File: src/design/bilinear_table_lookup_2d_unit_defines.svh
// assertion macros for the bilinear table lookup unit
`ifndef BILINEAR_TABLE_LOOKUP_2D_UNIT_DEFINES_SVH
`define BILINEAR_TABLE_LOOKUP_2D_UNIT_DEFINES_SVH

// consequent checked in the same cycle as the antecedent
`define BTL2D_ASSERT_NOW(lbl, ante, cons, msg) \
  lbl: assert property (@(posedge clk) disable iff (!rst_n) (ante) |-> (cons)) \
    else $error(msg);

// consequent checked in the cycle after the antecedent
`define BTL2D_ASSERT_NEXT(lbl, ante, cons, msg) \
  lbl: assert property (@(posedge clk) disable iff (!rst_n) (ante) |=> (cons)) \
    else $error(msg);

`endif

File: src/design/btl2d_pkg.sv
// shared types and constants of the bilinear table lookup unit
package btl2d_pkg;

  localparam int DEF_MAX_X_POINTS = 16;
  localparam int DEF_MAX_Y_POINTS = 16;
  localparam int FRAC_BITS        = 24;
  localparam int COUNT_W          = 5;

  // -999.999 in Q16.16
  localparam logic signed [31:0] BAD_RESULT = -32'sd65535934;

  localparam logic [1:0] ACT_WR_X    = 2'd0;
  localparam logic [1:0] ACT_WR_Y    = 2'd1;
  localparam logic [1:0] ACT_WR_GRID = 2'd2;
  localparam logic [1:0] ACT_EVAL    = 2'd3;

  typedef enum logic [2:0] {
    PH_IDLE,
    PH_SRCH_X,
    PH_SRCH_Y,
    PH_DIV_X,
    PH_DIV_Y,
    PH_GRID,
    PH_BLEND,
    PH_DONE
  } phase_t;

  typedef struct packed {
    phase_t phase;
    logic   start;
    logic   take_query;
    logic   take_write;
    logic   load_out;
  } cmd_t;

  typedef struct packed {
    logic done;
    logic empty;
  } sts_t;

endpackage

File: src/design/btl2d_ctrl.sv
// sequencing state machine of the bilinear table lookup unit
module btl2d_ctrl import btl2d_pkg::*; (
  input  logic       clk,
  input  logic       rst_n,
  input  logic       in_valid,
  output logic       in_ready,
  input  logic [1:0] in_action,
  output logic       out_valid,
  input  logic       out_ready,
  input  sts_t       sts,
  output cmd_t       cmd
);

  typedef enum logic [2:0] {
    S_IDLE, S_SRCH_X, S_SRCH_Y, S_DIV_X, S_DIV_Y, S_GRID, S_BLEND, S_DONE
  } state_t;

  state_t state_r, state_nxt;
  logic   start_r, start_nxt;
  logic   out_valid_r, out_valid_nxt;
  logic   in_xfer, out_free, is_eval;

  assign in_ready  = (state_r == S_IDLE);
  assign in_xfer   = in_valid && in_ready;
  assign is_eval   = (in_action == ACT_EVAL);
  assign out_free  = !out_valid_r || out_ready;
  assign out_valid = out_valid_r;

  always_comb begin
    state_nxt     = state_r;
    start_nxt     = 1'b0;
    out_valid_nxt = out_valid_r && !out_ready;
    case (state_r)
      S_IDLE: begin
        if (in_xfer && is_eval) begin
          if (sts.empty) begin
            state_nxt = S_DONE;
          end else begin
            state_nxt = S_SRCH_X;
            start_nxt = 1'b1;
          end
        end
      end
      S_SRCH_X: if (sts.done) begin
        state_nxt = S_SRCH_Y;
        start_nxt = 1'b1;
      end
      S_SRCH_Y: if (sts.done) begin
        state_nxt = S_DIV_X;
        start_nxt = 1'b1;
      end
      S_DIV_X: if (sts.done) begin
        state_nxt = S_DIV_Y;
        start_nxt = 1'b1;
      end
      S_DIV_Y: if (sts.done) begin
        state_nxt = S_GRID;
        start_nxt = 1'b1;
      end
      S_GRID: if (sts.done) begin
        state_nxt = S_BLEND;
        start_nxt = 1'b1;
      end
      S_BLEND: if (sts.done) begin
        state_nxt = S_DONE;
      end
      S_DONE: if (out_free) begin
        state_nxt     = S_IDLE;
        out_valid_nxt = 1'b1;
      end
      default: state_nxt = S_IDLE;
    endcase
  end

  always_ff @(posedge clk) begin
    if (!rst_n) begin
      state_r     <= S_IDLE;
      start_r     <= 1'b0;
      out_valid_r <= 1'b0;
    end else begin
      state_r     <= state_nxt;
      start_r     <= start_nxt;
      out_valid_r <= out_valid_nxt;
    end
  end

  always_comb begin
    case (state_r)
      S_IDLE:   cmd.phase = PH_IDLE;
      S_SRCH_X: cmd.phase = PH_SRCH_X;
      S_SRCH_Y: cmd.phase = PH_SRCH_Y;
      S_DIV_X:  cmd.phase = PH_DIV_X;
      S_DIV_Y:  cmd.phase = PH_DIV_Y;
      S_GRID:   cmd.phase = PH_GRID;
      S_BLEND:  cmd.phase = PH_BLEND;
      S_DONE:   cmd.phase = PH_DONE;
      default:  cmd.phase = PH_IDLE;
    endcase
    cmd.start      = start_r;
    cmd.take_query = in_xfer && is_eval;
    cmd.take_write = in_xfer && !is_eval;
    cmd.load_out   = (state_r == S_DONE) && out_free;
  end

endmodule

File: config.mk
export PLATFORM = sky130hd
export DESIGN_NAME = btl2d_ctrl
export DESIGN_NICKNAME = d
export VERILOG_FILES = /design/src/design/bilinear_table_lookup_2d_unit_defines.svh /design/src/design/btl2d_pkg.sv /design/src/design/btl2d_ctrl.sv
export SDC_FILE = /design/constraint.sdc
export NUM_CORES = 1
export LEC_CHECK = 0
export BUFFER_PORTS_ARGS = -buffer_cell sky130_fd_sc_hd__buf_2
export CAP_MARGIN = 30
export CORE_MARGIN = 8
export CORE_UTILIZATION = 36
export CTS_CLUSTER_DIAMETER = 150
export CTS_CLUSTER_SIZE = 28
export DETAILED_ROUTE_END_ITERATION = 10
export SKIP_CTS_REPAIR_TIMING = 1
export SLEW_MARGIN = 20
export SYNTH_ARGS = -nofsm -noshare
export SYNTH_HDL_FRONTEND = slang
export SYNTH_SLANG_ARGS = --single-unit
File: constraint.sdc
create_clock -name clk -period 4.4 [get_ports clk]
set_clock_uncertainty 0.05 [all_clocks]
set_input_delay 0.66 -clock clk [delete_from_list [all_inputs] [get_ports clk]]
set_output_delay 0.66 -clock clk [all_outputs]
set_load 0.02 [all_outputs]
; ---- After elaboration in Yosys (flattened, before gate mapping)
; Memories as Yosys holds them, arrays and structs flattened. A register that Yosys moved wholly into a read port is not among the register bits.
; Index checks and enable logic that the tools add are counted.
[totals]
romBits = 24
out_inout_bits = 9
inputBits = 8
mem_count = 1
word_cells = 50
reg_bits = 5
[op_classes]
n_eq_ne = 16
reduce_logical = 12
n_mux = 18
[memory_table]
columns = name, words, word_bits, read_ports, rd_ports_with_merged_regs, wr, line_no
row1 = (name not given), 8, 3, 1, 1, 0, btl2d_ctrl.sv:88  ; case (state_r)
[op_table]
columns = cell, count
row1 = 3-bit two-way mux, 11
row2 = 3-bit case mux with 8 select lines, 1
row3 = 2-bit inequality test (second input constant), 7
row4 = 3-bit == test (second input constant), 4
row5 = 8-bit AND reduction, 1
row6 = 3-bit by 2-bit == test with 1-bit output (second input constant), 2
row7 = 1-bit logical AND, 5
row8 = 1-bit two-way mux, 5
row9 = 5-bit OR reduction, 1
row10 = 3-bit by 1-bit == test with 1-bit output (second input constant), 1
row11 = 1-bit zero test, 3
row12 = 3-bit zero test, 1
row13 = 2-bit == test (second input constant), 1
row14 = 2-bit by 1-bit inequality test with 1-bit output (second input constant), 1
row15 = 1-bit case mux with 2 select lines, 1
row16 = 1-bit logical OR, 1

; ---- Logic depth before layout (Yosys ltp)
; Gate-level depths: netlist of the first run.
[depth]
depth_word = 7
mapped_depth = 6
ltp_nobuf = 6

; ---- Worst setup path after synthesis of the first run
; No wires, ideal clock.
[synth_timing]
path_kind = reg-to-output
startpoint = register state_r[0]
endpoint = output cmd[1] (netlist bit)
path_slack_ns = 2.256
path_stages_with_launch = 6
t_arrival_ns = 1.434
cell_sequence = dfxtp_1 -> inv_1 -> ha_1 -> nor2b_2 -> nand2_1 -> a21oi_1
[synth_rtl]
columns = item, line_no
row1 = from (decl), btl2d_ctrl.sv:18  ; state_t state_r, state_nxt;
row2 = from (signal assigned), btl2d_ctrl.sv:81  ; state_r <= state_nxt;
row3 = to (decl), btl2d_ctrl.sv:11  ; output cmd_t cmd

==> results.py, run 1 <==
metrics = {
    "timing": {
        "grt_setup_unrepaired": "false",
        "final_hold_viol_count": 0,
        "tightestPinTransition_ns": 0.313,
        "layout_min_cycle_time_ns": 2.26,
        "max_freq_ghz": 0.443,
        "relSlewSlack_pct": 79.1,
        "fin_crit_sh_pct": 51.4,
        "fin_ws_ns": 2.14,
        "slew_viol_final": 0,
        "setup_tns_ns": 0,
        "setup_viol_count_final": 0,
    },
    "synthesis": {
        "yosys_register_bits": 8,
        "netlist.area_leader.share_pct": 32.7,
        "synth_edf_count": 0,
        "syn-num-nets": 65,
        "ys_warn_count": 0,
        "ys_top_cells_by_count": "dfxtp_1 (8), a21oi_1 (6), ha_1 (4), inv_1 (4), nand2_1 (4)",
        "synth_area_leaders": "dfxtp_1 (33%), ha_1 (10%), a21oi_1 (6.1%)",
        "synth_seq_area_share_pct": 32.7,
        "synth.distinct_cells": 25,
        "synthCells": 53,
        "syn-cell-area_um2": 490,
        "yosysTopAreaCell": "dfxtp_1",
        "synth_most_common_cell": "dfxtp_1",
        "synth_ff_type": "dfxtp_1",
        "syn_avg_cell_area_um2": 9.25,
        "async_flop_share_pct": 0,
    },
    "global_route": {
        "track_usage_pct": 8.57,
        "grt_max_degree": 10,
        "grt_pass1_vias": 434,
        "grt-ovfl-total": 0,
        "grt_pass1_wl_um": 1790,
        "grt_antenna_before_repair": 0,
    },
    "floorplanning": {
        "die_w_um": 52.9,
        "start_util_pct": 38.2,
        "die_y_um": 52.9,
        "rows": 13,
        "die_area_um2": 2800,
        "core_um2": 1280,
        "io_pins": 17,
    },
    "final_layout": {
        "syn_to_final_growth_pct": 21.7,
        "n_antenna_cell": 0,
        "fillers": 131,
        "final_nets": 84,
        "post-route-util_pct": 46.4,
        "drive_gt1_share_pct": 34.3,
    },
    "clocking": {
        "cts_tree": "done",
        "cts-root-buf": "clkbuf_4",
        "clock_tree.buffer_depth": 2,
        "htreeDepth": 1,
        "worstSkewPairLatency_ns": 0.25,
        "clock_sinks": 8,
        "cts_made_buffers": 3,
        "clk_pin_slew_ns": 0.05,
    },
    "drt": {
        "drcViolationCount": 0,
        "drt_iter0_drc": 6,
        "post_drt_wl_per_cell_um": 12.1,
        "final_antenna_net_count": 0,
        "via_per_inst": 5.14,
        "routed_wl_um": 1030,
        "first_pass_iters": 4,
        "vias": 437,
    },
    "worst_setup_path": {
        "endpoint": "cmd[1]",
        "crit_type": "reg -> out",
        "path_max_fanout": 4,
        "required_ns": 3.69,
        "end_kind": "primary output",
        "rr_startpoint": "state_r[0]$_SDFFE_PN0P_",
        "path_buf_inv": 2,
        "regToRegEndpoint": "cmd[6]$_SDFF_PN0_",
        "reg2reg_depth": 6,
        "cp.arrival_ns": 1.55,
        "crit_family": "simple AND/OR/NAND/NOR gates",
        "crit_chain": "inv_1 -> ha_1 -> nor2b_2 -> nand2_1 -> a21oi_1 -> buf_2",
        "cpMaxStageDelayCell": "dfxtp_1",
        "start_kind": "register",
        "crit_start": "state_r[0]$_SDFFE_PN0P_",
        "r2r_slack_ns": 2.63,
        "path_depth": 6,
        "crit_path_max_incr_delay_ns": 0.32,
    },
    "hold_path": {
        "hold_path.class": "reg -> reg",
        "min_from": "state_r[0]$_SDFFE_PN0P_",
    },
    "run_status": {
        "status": "finished clean",
    },
    "pwr": {
        "power.leakage_nw": 0.282,
        "power_density_nw_per_um2": 628,
        "ir_worst_vdd_mv": 0.317,
    },
    "place": {
        "post-place-ws_ns": 2.40,
        "portBuffers": 16,
        "dp_hpwl_um": 856,
        "gp_congestion": 0.759,
    },
    "flow_run": {
        "maxCapViolCount": 0,
    },
}
## cell usage in the layout (no fill, tap or decap), types with 2 or more instances in the layout
cell type and count:
a31o_2 2, buf_2 16, mux2i_1 2, a21oi_1 6, nand2_1 4, inv_1 4, a211oi_1 2, dfxtp_1 8
nor2_1 2, a311oi_1 2, clkbuf_4 3, ha_1 4, o21ai_0 2
## power breakdown
group | internal, W | switching [W] | total [W]
registers | 0.0000953 | 0.0000144 | 0.000110
clock network | 0.0000310 | 0.0000223 | 0.0000533
logic | 0.0000875 | 0.000124 | 0.000212
## worst reg2reg max path, stage by stage, from the launching register on
cell	delay, ns
dfxtp_1	0.35
inv_1	0.09
ha_1	0.26
or4b_1	0.50
a31oi_1	0.17
and3_1	0.19
a31o_2	0.10
## area by class of cell
cell class / count / area, um^2 / area share (%)
Tap cell: 15 / 18.8 / 3.14
Timing Repair Buffer: 16 / 80.1 / 13.4
Inverter: 4 / 15.0 / 2.52
Multi-Input combinational cell: 39 / 300 / 50.3
Sequential cell: 8 / 160 / 26.8
Clock buffer: 3 / 22.5 / 3.77
## worst min path at each step
stage                              endpoint  slack [ns]  cells past startpoint
CTS                       cmd[4]$_SDFF_PN0_        0.53                      2
finish                    cmd[4]$_SDFF_PN0_        0.52                      2
detailed placement        cmd[4]$_SDFF_PN0_        0.52                      2
global route           out_valid$_SDFF_PN0_        0.58                      2
floorplan                 cmd[4]$_SDFF_PN0_        0.47                      2
global placement    state_r[0]$_SDFFE_PN0P_        0.51                      2
## layer usage
metal | up-vias | share of wire (%) | wire length, um | GRT usage (%)
met1 | 196 | 41 | 419 | 8.96
met2 | 12 | 50 | 511 | 13.9
met5 | - | 0 | 0 | 0
li1 | 229 | - | - | -
met4 | 0 | 0 | 0 | 1.29
met3 | 0 | 9.3 | 95 | 6.16
## sequential cells by signal, indices dropped and copies added, names as in the netlist
signal,count
out_valid,1
cmd,3
start_r,1
state_r,3
## cells by family after synthesis
group	Yosys count	synth area share [%]
compound gates	18	28.8
simple gates	15	18.1
flops	8	32.7
buf+inv	6	6.12
fa+ha+maj	4	10.2
mux	2	4.08
## through the flow
| stage | power [W] | cells | cell area [um^2] | hold WS, ns |
|---|---|---|---|---|
| 2_1_floorplan | 0.000280 | 53 | 490 | 0.475 |
| 6_report | 0.000375 | 85 | 597 | 0.524 |
| 3_5_place_dp | 0.000324 | 82 | 574 | 0.517 |
| 4_1_cts | 0.000379 | 85 | 597 | 0.525 |
| 5_1_grt | 0.000413 | 85 | 597 | 0.578 |
| 3_3_place_gp | 0.000324 | 82 | 574 | 0.506 |
No activity file was read; power rests on OpenSTA's default activity.
==> run 2: changes to the inputs <==
Clock period 4.4 ns to 1.95 ns, I/O delays scaled along.
==> run 2 against run 1 <==
Total power increased by 130%. Clock-buffer cell count is the same. Flip-flop and latch count is the same. Non-clock buffer count stayed put. Cell area up 1.3%. Largest cell class unchanged. Largest power group unchanged.
==> results.py, run 2 (synthesis results as in run 1) <==
metrics = {
    "run_status": {
        "status": "finished clean",
    },
    "place": {
        "dp.cells": 82,
        "gp_congestion": 0.725,
        "portBuffers": 16,
        "dp_hpwl_um": 873,
    },
    "hold_path": {
        "holdPathEnd": "cmd[6]$_SDFF_PN0_",
        "hold_path.class": "in -> reg",
        "min_from": "rst_n",
        "hold_depth": 2,
    },
    "timing": {
        "slew_viol_final": 0,
        "grt_setup_unrepaired": "false",
        "relSlewSlack_pct": 75.7,
        "tightestPinTransition_ns": 0.364,
        "hold-worst-slack_ns": 0.257,
        "layout_min_cycle_time_ns": 1.82,
        "setup_tns_ns": 0,
        "setup_viol_count_final": 0,
        "fin_crit_sh_pct": 93.1,
        "max_freq_ghz": 0.551,
        "final_hold_viol_count": 0,
    },
    "worst_setup_path": {
        "crit_start": "state_r[0]$_SDFFE_PN0P_",
        "path_max_fanout": 4,
        "start_kind": "register",
        "reg2reg_depth": 6,
        "regToRegEndpoint": "state_r[2]$_SDFFE_PN0P_",
        "rr_startpoint": "state_r[0]$_SDFFE_PN0P_",
        "required_ns": 1.61,
        "cp.arrival_ns": 1.47,
        "r2r_slack_ns": 0.19,
        "end_kind": "primary output",
        "crit_type": "reg -> out",
    },
    "pwr": {
        "power.leakage_nw": 0.286,
        "ir_worst_vdd_mv": 0.630,
        "power_density_nw_per_um2": 1430,
        "power.total_w": 0.000864,
    },
    "clocking": {
        "clock_tree.buffer_depth": 2,
        "clk_pin_slew_ns": 0.05,
        "cts_made_buffers": 3,
        "cts_tree": "done",
        "clock_sinks": 8,
        "cts-root-buf": "clkbuf_4",
        "htreeDepth": 1,
        "worstSkewPairLatency_ns": 0.25,
    },
    "flow_run": {
        "maxCapViolCount": 0,
    },
    "final_layout": {
        "final_nets": 84,
        "final_cell_mix": "buf_2 (16), dfxtp_1 (8), a21oi_1 (6)",
        "drive_gt1_share_pct": 35.7,
        "n_antenna_cell": 0,
        "syn_to_final_growth_pct": 23.2,
        "final_common_cell": "buf_2",
        "finalNonFillerCells": 85,
    },
    "global_route": {
        "grt_antenna_before_repair": 0,
        "grt_pass1_vias": 400,
        "grt_pass1_wl_um": 1630,
        "grt_max_degree": 10,
        "grt-ovfl-total": 0,
        "track_usage_pct": 7.94,
    },
    "drt": {
        "routed_wl_um": 1030,
        "drt_iter0_drc": 1,
        "first_pass_iters": 2,
        "vias": 437,
        "post_drt_wl_per_cell_um": 12.1,
        "drcViolationCount": 0,
        "final_antenna_net_count": 0,
        "via_per_inst": 5.14,
    },
    "floorplanning": {
        "start_util_pct": 38.2,
        "die_w_um": 52.9,
        "die_y_um": 52.9,
        "core_um2": 1280,
        "io_pins": 17,
        "rows": 13,
        "die_area_um2": 2800,
    },
}
==> run 2: cell counts in the layout (fill, tap and decap cells not counted) <==
No cell type changed its count.
==> run 2: layout make-up <==
type / count / area (um^2)
timing repair buffer: 16 / 80.1
tap: 15 / 18.8
sequential: 8 / 160
inverter: 4 / 15.0
clock buffer: 3 / 22.5
multi-input combinational: 39 / 308
fill: 134 / 681
==> run 2: worst max path at each step <==
| stage | to | slack, ns | cells after the start |
|---|---|---|---|
| 6_report | cmd[1] | 0.13 | 6 |
| 5_1_grt | cmd[1] | 0.02 | 6 |
| 4_1_cts | cmd[1] | 0.05 | 6 |
| 3_5_place_dp | cmd[6]$_SDFF_PN0_ | 0.19 | 6 |
| 3_3_place_gp | cmd[6]$_SDFF_PN0_ | 0.23 | 6 |
| 2_1_floorplan | cmd[1] | 0.17 | 5 |
==> run 2: power by group <==
part / switching, W / leakage [nW] / internal [W]
clock network: 0.0000533 / 0.0138 / 0.0000702
registers: 0.0000341 / 0.0660 / 0.000215
logic: 0.000282 / 0.206 / 0.000210
==> run 2: stage by stage <==
stage	worst slack, ns	util (%)	cell area [um^2]
final	0.134	47.0	604
after floorplan	0.173	-	490
after global routing	0.0152	47.0	604
after global placement	0.225	44.7	574
after CTS	0.0462	46.4	597
after detailed placement	0.191	44.7	574
==> run 2: routing by layer <==
metal	up-vias	wire length, um	GRT usage [%]
li1	229	-	-
met1	199	440	7.83
met2	9	502	13.1
met3	0	85	6.16
met4	0	0	1.29
met5	-	0	0
==> run 2: worst max-delay path, cell delays in order, from the launching register on <==
cell	delay, ns
dfxtp_1	0.32
inv_1	0.12
ha_2	0.22
nor2b_4	0.18
nand2_1	0.09
a21oi_1	0.11
buf_2	0.17
